==> src/rtl/bevel_span_generator_macros.svh <==
// assertion macros shared by the bevel span generator rtl
// no dependencies; included by files that carry concurrent checks
`ifndef BEVEL_SPAN_GENERATOR_MACROS_SVH
`define BEVEL_SPAN_GENERATOR_MACROS_SVH

// same-cycle implication, disabled during reset
`define BSG_ASSERT_IMPL(label, clk, rst, ante, cons, msg) \
   label: assert property (@(posedge clk) disable iff (rst) (ante) |-> (cons)) \
      else $error(msg);

// next-cycle implication, disabled during reset
`define BSG_ASSERT_NEXT(label, clk, rst, ante, cons, msg) \
   label: assert property (@(posedge clk) disable iff (rst) (ante) |=> (cons)) \
      else $error(msg);

`endif

==> src/rtl/bsg_pkg.sv <==
// types and helper functions for the bevel span generator
// no dependencies; used by all rtl modules of the block
`default_nettype none

package bsg_pkg;

   typedef enum logic [1:0] {
      SIDE_TOP    = 2'd0,
      SIDE_LEFT   = 2'd1,
      SIDE_BOTTOM = 2'd2,
      SIDE_RIGHT  = 2'd3
   } side_type;

   typedef enum logic [3:0] {
      ST_IDLE  = 4'b0001,
      ST_PREP  = 4'b0010,
      ST_SPAN  = 4'b0100,
      ST_EMPTY = 4'b1000
   } state_type;

   // captured rectangle, bevel widths already clamped
   typedef struct packed {
      logic signed [12:0] rect_x;
      logic signed [12:0] rect_y;
      logic [11:0]        rect_w;
      logic [11:0]        rect_h;
      logic [3:0]         top_width;
      logic [3:0]         right_width;
      logic [3:0]         bottom_width;
      logic [3:0]         left_width;
      logic [23:0]        light_color;
      logic [23:0]        shadow_color;
   } item_type;

   // sequencer to datapath control
   typedef struct packed {
      logic     idle;
      logic     active;
      logic     empty;
      logic     last;
      side_type side;
      logic [3:0] step;
   } ctl_type;

   typedef struct packed {
      logic [13:0] span_x;
      logic [13:0] span_y;
      logic [11:0] span_width;
      logic [11:0] span_height;
      logic [23:0] span_color;
      logic        draw;
   } span_type;

   // first side with a nonzero width, top first
   function automatic side_type lowest_side(input logic [3:0] m);
      side_type s;
      priority if (m[0]) s = SIDE_TOP;
      else if (m[1])     s = SIDE_LEFT;
      else if (m[2])     s = SIDE_BOTTOM;
      else               s = SIDE_RIGHT;
      return s;
   endfunction

endpackage

`default_nettype wire

==> src/rtl/bsg_seq.sv <==
// sequencer walking sides and steps of one rectangle
// depends on bsg_pkg and bevel_span_generator_macros.svh
`default_nettype none
`include "bevel_span_generator_macros.svh"

module bsg_seq
   import bsg_pkg::*;
(
   input  wire logic     clock,
   input  wire logic     reset,
   input  wire logic     start,
   input  wire logic     advance,
   input  wire item_type item,
   output      ctl_type  ctl
);

   state_type  state_ff, state_in;
   side_type   side_ff, side_in;
   logic [3:0] step_ff, step_in;
   logic [3:0] nz, later, cnt;
   logic       end_of_side, empty;

   assign nz = {item.right_width != 4'd0, item.bottom_width != 4'd0,
                item.left_width != 4'd0, item.top_width != 4'd0};
   assign empty = (item.rect_w == 12'd0) || (item.rect_h == 12'd0) || (nz == 4'd0);

   always_comb begin
      unique case (side_ff)
         SIDE_TOP: begin
            cnt   = item.top_width;
            later = nz & 4'b1110;
         end
         SIDE_LEFT: begin
            cnt   = item.left_width;
            later = nz & 4'b1100;
         end
         SIDE_BOTTOM: begin
            cnt   = item.bottom_width;
            later = nz & 4'b1000;
         end
         SIDE_RIGHT: begin
            cnt   = item.right_width;
            later = 4'd0;
         end
         default: begin
            cnt   = 4'd0;
            later = 4'd0;
         end
      endcase
   end

   assign end_of_side = (step_ff == cnt - 4'd1);

   always_comb begin
      state_in = state_ff;
      side_in  = side_ff;
      step_in  = step_ff;
      unique case (state_ff)
         ST_IDLE: begin
            if (start) state_in = ST_PREP;
         end
         ST_PREP: begin
            side_in = lowest_side(nz);
            step_in = 4'd0;
            state_in = empty ? ST_EMPTY : ST_SPAN;
         end
         ST_SPAN: begin
            if (advance) begin
               if (!end_of_side) begin
                  step_in = step_ff + 4'd1;
               end else if (later != 4'd0) begin
                  side_in = lowest_side(later);
                  step_in = 4'd0;
               end else begin
                  state_in = ST_IDLE;
               end
            end
         end
         ST_EMPTY: begin
            if (advance) state_in = ST_IDLE;
         end
         default: state_in = ST_IDLE;
      endcase
   end

   always_ff @(posedge clock) begin
      if (reset) begin
         state_ff <= ST_IDLE;
         side_ff  <= SIDE_TOP;
         step_ff  <= 4'd0;
      end else begin
         state_ff <= state_in;
         side_ff  <= side_in;
         step_ff  <= step_in;
      end
   end

   assign ctl.idle   = (state_ff == ST_IDLE);
   assign ctl.active = (state_ff == ST_SPAN) || (state_ff == ST_EMPTY);
   assign ctl.empty  = (state_ff == ST_EMPTY);
   assign ctl.last   = (state_ff == ST_EMPTY) ||
                       ((state_ff == ST_SPAN) && end_of_side && (later == 4'd0));
   assign ctl.side   = side_ff;
   assign ctl.step   = step_ff;

   `BSG_ASSERT_IMPL(a_step_in_range, clock, reset, state_ff == ST_SPAN, step_ff < cnt, "step beyond side width")

endmodule

`default_nettype wire

==> src/rtl/bsg_span_unit.sv <==
// shared span datapath: position, length, color and draw flag of one bevel step
// depends on bsg_pkg
`default_nettype none

module bsg_span_unit
   import bsg_pkg::*;
(
   input  wire item_type   item,
   input  wire side_type   side,
   input  wire logic [3:0] step,
   output      span_type   span
);

   logic        row, flip, len_pos;
   logic [12:0] p, q;
   logic [11:0] e, f, len_sat;
   logic [3:0]  near_w, far_w, a, b;
   logic [13:0] along, cross_lo, cross_hi, cross_pos, len;

   assign row  = (side == SIDE_TOP) || (side == SIDE_BOTTOM);
   assign flip = (side == SIDE_BOTTOM) || (side == SIDE_RIGHT);

   // rows run along x, columns along y
   assign p      = row ? item.rect_x : item.rect_y;
   assign q      = row ? item.rect_y : item.rect_x;
   assign e      = row ? item.rect_w : item.rect_h;
   assign f      = row ? item.rect_h : item.rect_w;
   assign near_w = row ? item.left_width : item.top_width;
   assign far_w  = row ? item.right_width : item.bottom_width;

   // miter insets
   assign a = (step < near_w) ? step : near_w;
   assign b = (step < far_w) ? step : far_w;

   assign along     = {p[12], p} + {10'd0, a};
   assign cross_lo  = {q[12], q} + {10'd0, step};
   assign cross_hi  = {q[12], q} + {2'd0, f} - 14'd1 - {10'd0, step};
   assign cross_pos = flip ? cross_hi : cross_lo;

   assign len     = {2'd0, e} - {10'd0, a} - {10'd0, b};
   assign len_pos = !len[13] && (len != 14'd0);
   assign len_sat = len_pos ? len[11:0] : 12'd0;

   assign span.span_x      = row ? along : cross_pos;
   assign span.span_y      = row ? cross_pos : along;
   assign span.span_width  = row ? len_sat : 12'd1;
   assign span.span_height = row ? 12'd1 : len_sat;
   assign span.span_color  = flip ? item.shadow_color : item.light_color;
   assign span.draw        = len_pos && ({8'd0, step} < f);

endmodule

`default_nettype wire

==> src/rtl/bevel_span_generator.sv <==
// top level of the bevel span generator: stream ports, item capture, result register
// depends on bsg_pkg, bsg_seq, bsg_span_unit and bevel_span_generator_macros.svh
`default_nettype none
`include "bevel_span_generator_macros.svh"

// Draws the beveled border of a rectangle as one-pixel spans. Each item on req_
// gives a rectangle, four bevel widths (clamped to MAX_BEVEL) and a light and a
// shadow color; the block answers on rsp_ with one span per bevel row or column:
// top rows, left columns, bottom rows, right columns, each in ascending step
// order, with a staircase miter at the corners. Spans that end up empty or lie
// outside the rectangle still come out, with tuser (draw) low. An empty
// rectangle or all-zero widths gives a single all-zero result with draw low.
// tlast marks the final result of each item. After acceptance the sequencer
// passes a setup state, then steps the shared span unit once per cycle while
// the output register is free or drains (rsp_tready low holds it), and after
// the last step returns to idle, in which the block takes the next item.
// req_tready is low while an item is being worked on; the last result may
// still wait in the output register while the next item is accepted.

module bevel_span_generator
   import bsg_pkg::*;
#(
   parameter int MAX_BEVEL = 15
) (
   input  wire logic         clock,
   input  wire logic         reset,
   // rect_x[12:0], rect_y[25:13], rect_w[37:26], rect_h[49:38], top_width[53:50],
   // right_width[57:54], bottom_width[61:58], left_width[65:62],
   // light_color[89:66], shadow_color[113:90], zero fill [119:114]
   input  wire logic [119:0] req_tdata,
   input  wire logic         req_tvalid,
   output      logic         req_tready,
   // span_x[13:0], span_y[27:14], span_width[39:28], span_height[51:40],
   // span_color[75:52], zero fill [79:76]
   output      logic [79:0]  rsp_tdata,
   // draw
   output      logic         rsp_tuser,
   output      logic         rsp_tlast,
   output      logic         rsp_tvalid,
   input  wire logic         rsp_tready
);

   localparam logic [3:0] MaxBevel = 4'(MAX_BEVEL);

   item_type    item_ff, item_in;
   ctl_type     ctl;
   span_type    span;
   logic        accept, advance;
   logic        rsp_valid_ff, rsp_valid_in;
   logic        last_ff;
   span_type    out_ff;

   // clamp a bevel width to the configured maximum
   function automatic logic [3:0] clamp_w(input logic [3:0] v);
      return (v > MaxBevel) ? MaxBevel : v;
   endfunction

   assign accept = req_tvalid && req_tready;

   // unpack the incoming item
   always_comb begin
      item_in.rect_x       = req_tdata[12:0];
      item_in.rect_y       = req_tdata[25:13];
      item_in.rect_w       = req_tdata[37:26];
      item_in.rect_h       = req_tdata[49:38];
      item_in.top_width    = clamp_w(req_tdata[53:50]);
      item_in.right_width  = clamp_w(req_tdata[57:54]);
      item_in.bottom_width = clamp_w(req_tdata[61:58]);
      item_in.left_width   = clamp_w(req_tdata[65:62]);
      item_in.light_color  = req_tdata[89:66];
      item_in.shadow_color = req_tdata[113:90];
   end

   // item payload, no reset needed
   always_ff @(posedge clock) begin
      if (accept) item_ff <= item_in;
   end

   bsg_seq u_seq (
      .clock   (clock),
      .reset   (reset),
      .start   (accept),
      .advance (advance),
      .item    (item_ff),
      .ctl     (ctl)
   );

   bsg_span_unit u_span (
      .item (item_ff),
      .side (ctl.side),
      .step (ctl.step),
      .span (span)
   );

   // a span moves into the output register when the register is free or drains
   assign advance      = ctl.active && (!rsp_valid_ff || rsp_tready);
   assign rsp_valid_in = advance ? 1'b1 : (rsp_tready ? 1'b0 : rsp_valid_ff);

   always_ff @(posedge clock) begin
      if (reset) begin
         rsp_valid_ff <= 1'b0;
      end else begin
         rsp_valid_ff <= rsp_valid_in;
      end
   end

   always_ff @(posedge clock) begin
      if (advance) begin
         // empty rectangle gives an all-zero, non-drawn result
         out_ff  <= ctl.empty ? '0 : span;
         last_ff <= ctl.last;
      end
   end

   assign req_tready = ctl.idle;
   assign rsp_tvalid = rsp_valid_ff;
   assign rsp_tdata  = {4'd0, out_ff.span_color, out_ff.span_height, out_ff.span_width,
                        out_ff.span_y, out_ff.span_x};
   assign rsp_tuser  = out_ff.draw;
   assign rsp_tlast  = last_ff;

   `BSG_ASSERT_NEXT(a_accept_busy, clock, reset, accept, !req_tready, "ready after accept")
   `BSG_ASSERT_IMPL(a_draw_nonempty, clock, reset, rsp_tvalid && rsp_tuser, (out_ff.span_width != 12'd0) && (out_ff.span_height != 12'd0), "drawn span with zero size")
   `BSG_ASSERT_NEXT(a_last_idle, clock, reset, advance && ctl.last, req_tready && rsp_tvalid && rsp_tlast, "last result did not end item")

endmodule

`default_nettype wire
==> config.mk <==
export PLATFORM = sky130hd
export DESIGN_NAME = bevel_span_generator
export DESIGN_NICKNAME = d
export VERILOG_FILES = /design/src/rtl/bsg_pkg.sv /design/src/rtl/bsg_seq.sv /design/src/rtl/bsg_span_unit.sv /design/src/rtl/bevel_span_generator.sv
export VERILOG_INCLUDE_DIRS = /design/src /design/src/rtl
export SDC_FILE = /design/constraint.sdc
export NUM_CORES = 1
export LEC_CHECK = 0
export BUFFER_PORTS_ARGS = -buffer_cell sky130_fd_sc_hd__buf_2
export CORE_MARGIN = 3
export CORE_UTILIZATION = 23
export DETAILED_ROUTE_END_ITERATION = 10
export GPL_TIMING_DRIVEN = 0
export SLEW_MARGIN = 10
export SYNTH_ARGS = -nofsm -noshare
export SYNTH_HDL_FRONTEND = slang
export SYNTH_SLANG_ARGS = --single-unit
==> constraint.sdc <==
create_clock -name clock -period 5.4 [get_ports clock]
set_input_delay 0.27 -clock clock [delete_from_list [all_inputs] [get_ports clock]]
set_output_delay 0.27 -clock clock [all_outputs]
set_load 0.01 [all_outputs]
# == Word level (Yosys, flattened, before mapping) ==
# Index checks and enable logic that the tools add are counted.
# word_totals
ramBits,0
register_bits,203
latch_bits,0
in_bits,124
romBits,0
output_inout_bits,84
n_memories,0
# op_classes
eq_ne,15
mux,40
n_lt_le_gt_ge,7
n_addsub,9
mul,0
n_div,0
bitwise_logic,1
n_reduce_logical,33
n_shift,0
# op_table
cell,count
$mux W4,13
$pmux W4 S4,3
$mux W14,3
$mux W12,3
$add A13 B5 Y14,2
$sub A14 B4 Y14,2
$mux W13,2
$logic_not A12 Y1,2
$mux W24,1
$reduce_bool A4 Y1,5
$gt A4 B4 Y1 const B,4
$add A13 B13 Y14,1
$mux W2,7
$reduce_bool A14 Y1,1
$sub A14 B1 Y14 const B,1
$sub A12 B4 Y13,1
$lt A4 B12 Y1,1
$logic_not A4 Y1,2
$lt A4 B4 Y1,2
$ne A2 B1 Y1 const B,4
$pmux W4 S2,1
$logic_or A1 B1 Y1,7
$logic_and A1 B1 Y1,6
$mux W1,6
20 further kinds,25

# == Depth between registers and ports, before layout ==
# depth
word_depth,11
mapped_depth,30
ltp_nobuf,23

# == Hierarchy ==
# Synthesis repeated with hierarchy kept, for this count alone.
# hier_totals
hier_cells,970
hier_area_um2,11628.7
# by_module_without_submodules
module,instances,area_each_um2,cells_each
bevel_span_generator,1,6389.9,288
bsg_span_unit,1,4351.7,579
bsg_seq,1,887.1,103

# == Worst setup path after synthesis ==
# OpenSTA, ideal clock, no wires.
# synth_timing
path_kind,register -> register
start,register u_seq.side_ff[0]
end,"register out_ff (netlist bit rsp_tdata[33]), data pin"
required_time_ns,5.131
stages_incl_launch_ff,27
setup_ns,0.269
setup_slack_ns,-0.421
t_arrival_ns,5.552
cell_sequence,dfxtp_1 > buf_6 > buf_6 > buf_6 > buf_6 > buf_2 > buf_2 > mux2_2 > ha_1 > nand2b_1 > a211o_1 > a21boi_0 > nor2_1 > inv_1 > ha_1 > o21ai_0 > a21oi_1 > nor2_1 > ha_1 > a21oi_1 > nand2_1 > xnor2_1 > or3_1 > a311o_1 > o21bai_1 > buf_4 > a21oi_1
# synth_between
elab_chain_len,10
# synth_rtl
element,line,text
"start, declared",bsg_seq.sv:18,"side_type side_ff, side_in;"
"start signal, assigned",bsg_seq.sv:93,side_ff <= side_in;
$eq A2 B2 Y1 / $logic_not A2 Y1 (equally long branches),bsg_span_unit.sv:20,assign row = (side == SIDE_TOP) || (side == SIDE_BOTTOM);
$logic_or A1 B1 Y1 *,bsg_span_unit.sv:20,
$mux W4,bsg_span_unit.sv:28,assign near_w = row ? item.left_width : item.top_width;
$lt A4 B4 Y1,bsg_span_unit.sv:32,assign a = (step < near_w) ? step : near_w;
$mux W4,bsg_span_unit.sv:32,
$sub A12 B4 Y13,bsg_span_unit.sv:40,"assign len = {2'd0, e} - {10'd0, a} - {10'd0, b};"
$sub A14 B4 Y14,bsg_span_unit.sv:40,
$reduce_bool A14 Y1 / $logic_not A1 Y1 (equally long branches),bsg_span_unit.sv:41,assign len_pos = !len[13] && (len != 14'd0);
$logic_and A1 B1 Y1,bsg_span_unit.sv:41,
$mux W12,bsg_span_unit.sv:42,assign len_sat = len_pos ? len[11:0] : 12'd0;
"end signal, assigned",bevel_span_generator.sv:110,out_ff <= ctl.empty ? '0 : span;
"end, declared",bevel_span_generator.sv:51,span_type out_ff;
# Mark *: on every way between the ends. The rest lies on a longest branch, timed or not.
# A chain may end at the register's enable or synchronous reset.

# == Final worst setup path ==
# layout_timing
start,register u_seq.side_ff[0]
end,"register out_ff (netlist bit rsp_tdata[42]), data pin"
# Same word-level chain as after synthesis.

==> impl_results.md <==
* Dpl cell area at 13300 um2
* FMAX at 188 MHz
* Hold Crit Start: reset
* Max IR drop VDD at 242 uV
* Leak Pwr at 5.76 nW
* Global-route wire length before repair at 53300 um
* Max-cap violations at 0
* Fin crit period at 5.31 ns
* Crit path launch type: register
* Vias in the first global route at 8967
* Total Die Area at 52100 um2
* Worst setup path startpoint: u_seq.side_ff[0]$_SDFFE_PP0P_
* Setup violators final at 0
* Hold Path Depth at 2
* Clk slew on worst S/H paths at 0.06 ns
* Clock Tree Buf Depth at 3
* Number of remaining DRC errors at 0
* CTS tree: built
* Post-route cell area at 15600 um2
* Main combinational cell family by area after synthesis: compound AO/OA/AOI/OAI gates
* Post-DP HPWL at 26200 um
* Crit share post-route at 98.4%
* Wire per inst at 17.8 um
* Reg2reg path depth at 26
* Total Nets Final at 1492
* Simple-gate area share of the yosys netlist at 11.1%
* Worst flop-to-flop path endpoint: rsp_tdata[42]$_SDFFCE_PP0P_
* Slew @ Worst Pin at 0.904 ns
* Reg-to-reg critical path startpoint: u_seq.side_ff[0]$_SDFFE_PP0P_
* Initial antenna violation count at 4
* Via count at 8976
* Post-synth EDFFs at 192
* Starting Density at 23.5%
* Gr usage total at 13.1%
* Most used cells in the layout excluding fill and tap cells: buf_2, edfxtp_1, dlygate4sd3_1
* Synth Flop Type: edfxtp_1
* Compound-Gate Fraction of Synth Area at 11.6%
* Routed Antenna Nets at 0
* Total iterations of the first detailed-routing run at 5
* Port buffer count at 196
* Synth cell types at 81
* Worst Skew at 0.0169 ns
* Gr ovfl total at 0
* H-Tree Depth at 1
* Die X at 228 um
* Status: finished clean
* Inserted Clock Buffers at 25
* Hold Path Sink: u_seq.state_ff[1]$_SDFFE_PP0P_
* Synthesized area per cell at 11.9 um2
* WS Path Type: reg2reg
* Adder-cell area share of the yosys netlist at 7.41%
* Mapped Cells at 951
* Clk Latency, worst-skew pair at 0.55 ns
* RePlAce Congestion at 0.870
* Worst R2R Setup Slack at 0.09 ns
* Clk sink count at 203
* Mapped Area at 11400 um2
* CP arrival at 5.59 ns
* Class of the most critical hold timing path: in2reg
* Die Height at 228 um
* Row cnt at 80
* Num ports at 208
* Root buf cell: clkbuf_16
* Pins Over Slew Limit at 0
* CORE AREA at 48200 um2
* Mux share of post-synthesis cell area at 8.86%
* Post-synthesis xor/xnor area fraction at 4.71%
* Asr flop ratio synth at 0%
* Cell Pwr Density at 267 nW/um2
* Layout cells sized above 1 at 26.9%
* Largest net degree at the start of global routing at 88
* Synth Register Bits at 203
* Final Hold Fails at 0
* Detailed-route vias per instance at 4.52
* Commonest non-fill, non-tap cell in the layout: buf_2
* CP max FO at 11
* Worst slew margin at 39.7%
* Synth warn at 0
* Total Power at 4.16 mW
* Register area share after synthesis at 52.7%
* Area delta synth->final at 37.4%
* DRT Wirelength at 35300 um
* Initial DRC Count at 441
* Worst Setup End Kind: register
* CP required at 5.67 ns
-- where the power goes --
group	switching (mW)	leakage (nW)	total [mW]	internal (mW)
clock network	0.698	0.389	1.65	0.957
logic	0.340	3.46	0.645	0.304
registers	0.0552	1.91	1.87	1.81
total	1.09	5.76	4.16	3.07
-- metal layers --
metal	wire length, um	track usage, %	vias to the layer above
met5	13	0	-
met4	570	2.45	2
met3	2140	2.82	34
met2	16600	21.7	277
met1	16000	17.7	4383
li1	-	-	4280
-- layout make-up --
| class | instances | area, um2 |
|---|---|---|
| Sequential cell | 203 | 5990 |
| Fill cell | 4911 | 32600 |
| Buffer | 34 | 243 |
| Antenna cell | 3 | 7.51 |
| Timing Repair Buffer | 329 | 2320 |
| Clock inverter | 15 | 150 |
| Clock buffer | 30 | 644 |
| Inverter | 47 | 184 |
| Multi-Input combinational cell | 667 | 5250 |
| Tap cell | 656 | 821 |
-- worst max-delay path by stage --
stage,to
2_1_floorplan,rsp_tdata[33]$_SDFFCE_PP0P_
3_5_place_dp,rsp_tdata[35]$_SDFFCE_PP0P_
6_report,rsp_tdata[42]$_SDFFCE_PP0P_
3_3_place_gp,rsp_tdata[10]$_SDFFCE_PP0P_
5_1_grt,rsp_tdata[42]$_SDFFCE_PP0P_
4_1_cts,rsp_tdata[42]$_SDFFCE_PP0P_
-- stage by stage --
step	std cells	hold slack, ns	setup TNS (ns)	util (%)	worst slack, ns
after global placement	1806	0.446	-202.78	27.4	-2.25
after global routing	1981	0.0691	-0.363	32.3	-0.0484
after CTS	1974	0.0356	0	31.9	0.111
after detailed placement	1809	0.448	-28.92	27.5	-1.15
after floorplan	954	0.369	0	-	0.0122
final	1984	0.0837	0	32.3	0.0890
-- worst max-delay path, stage by stage (launching register included) --
cell       delay [ns]
dfxtp_4          0.37
buf_12           0.13
buf_12           0.14
buf_12           0.13
mux2_4           0.32
ha_1             0.30
nand2b_4         0.16
a211oi_4         0.32
nor2_4           0.13
a21oi_4          0.21
inv_4            0.07
ha_1             0.27
nand2b_1         0.11
nand2b_1         0.08
a211oi_2         0.23
nor2_2           0.08
ha_4             0.26
a21oi_4          0.20
buf_4            0.15
nand3_1          0.11
a2111oi_2        0.37
nand3_1          0.19
o311ai_4         0.15
xnor2_4          0.14
o21bai_4         0.19
buf_6            0.15
a21oi_1          0.07
-- kinds of logic after synthesis --
group / Yosys count
flip-flops: 203
AO/OA/AOI/OAI: 197
buffers and inverters: 84
adder cells (fa/ha/maj): 62
AND/OR/NAND/NOR: 252
multiplexers: 91
other: 1
XOR/XNOR: 61
-- flip-flops by register name, summed over array words and instances, names as in the netlist --
signal and cells:
item_ff 114, rsp_tdata 76, rsp_tlast 1, rsp_tuser 1, rsp_tvalid 1, u_seq.side_ff 2
u_seq.state_ff 4, u_seq.step_ff 4
-- synthesized netlist by cell type, types with 3 or more instances --
master      n  area share, %
clkbuf_1    6           0.20
fa_1        9            1.6
xnor2_1    44            3.4
nor2b_1     6           0.33
mux2_2     22            2.2
nand4_1     7           0.39
buf_2       5           0.22
buf_1      12           0.40
or3_1       8           0.44
o21bai_1    5           0.33
mux4_2      4           0.79
nor2_1    102            3.4
inv_1      46            1.5
nand3b_1    3           0.20
xor2_1     17            1.3
buf_4       8           0.53
a31oi_1     7           0.39
nor3_1     24            1.1
o21a_1      6           0.40
nand3_1    21           0.93
mux2i_1    63            5.6
a21oi_1    70            3.1
ha_1       52            5.7
nor4_1     10           0.55
nand2b_1   11           0.61
or4_1       3           0.20
o31ai_1     6           0.40
buf_6       6           0.60
dfxtp_1    11            1.9
edfxtp_1  192             51
o21ai_0    29            1.3
a21boi_0    6           0.40
o22ai_1     4           0.22
nand2_1    30           0.99
and3_1      5           0.28
a21o_1     11           0.73
a211o_1     5           0.39
a211oi_1   19            1.3
nor4b_1     4           0.31
-- what timing repair did --
| action | 4_1_cts | 5_1_grt |
|---|---|---|
| pin swaps | 9 | 15 |
| hold buffers | 114 | 0 |
| setup endpoints to repair | 33 | 22 |
| setup buffers | 7 | 7 |
| hold endpoints to repair | 114 | 0 |
| gates cloned | 2 | 0 |
| resized for setup | 38 | 23 |
Note: power is estimated with default switching activity, not from simulation.
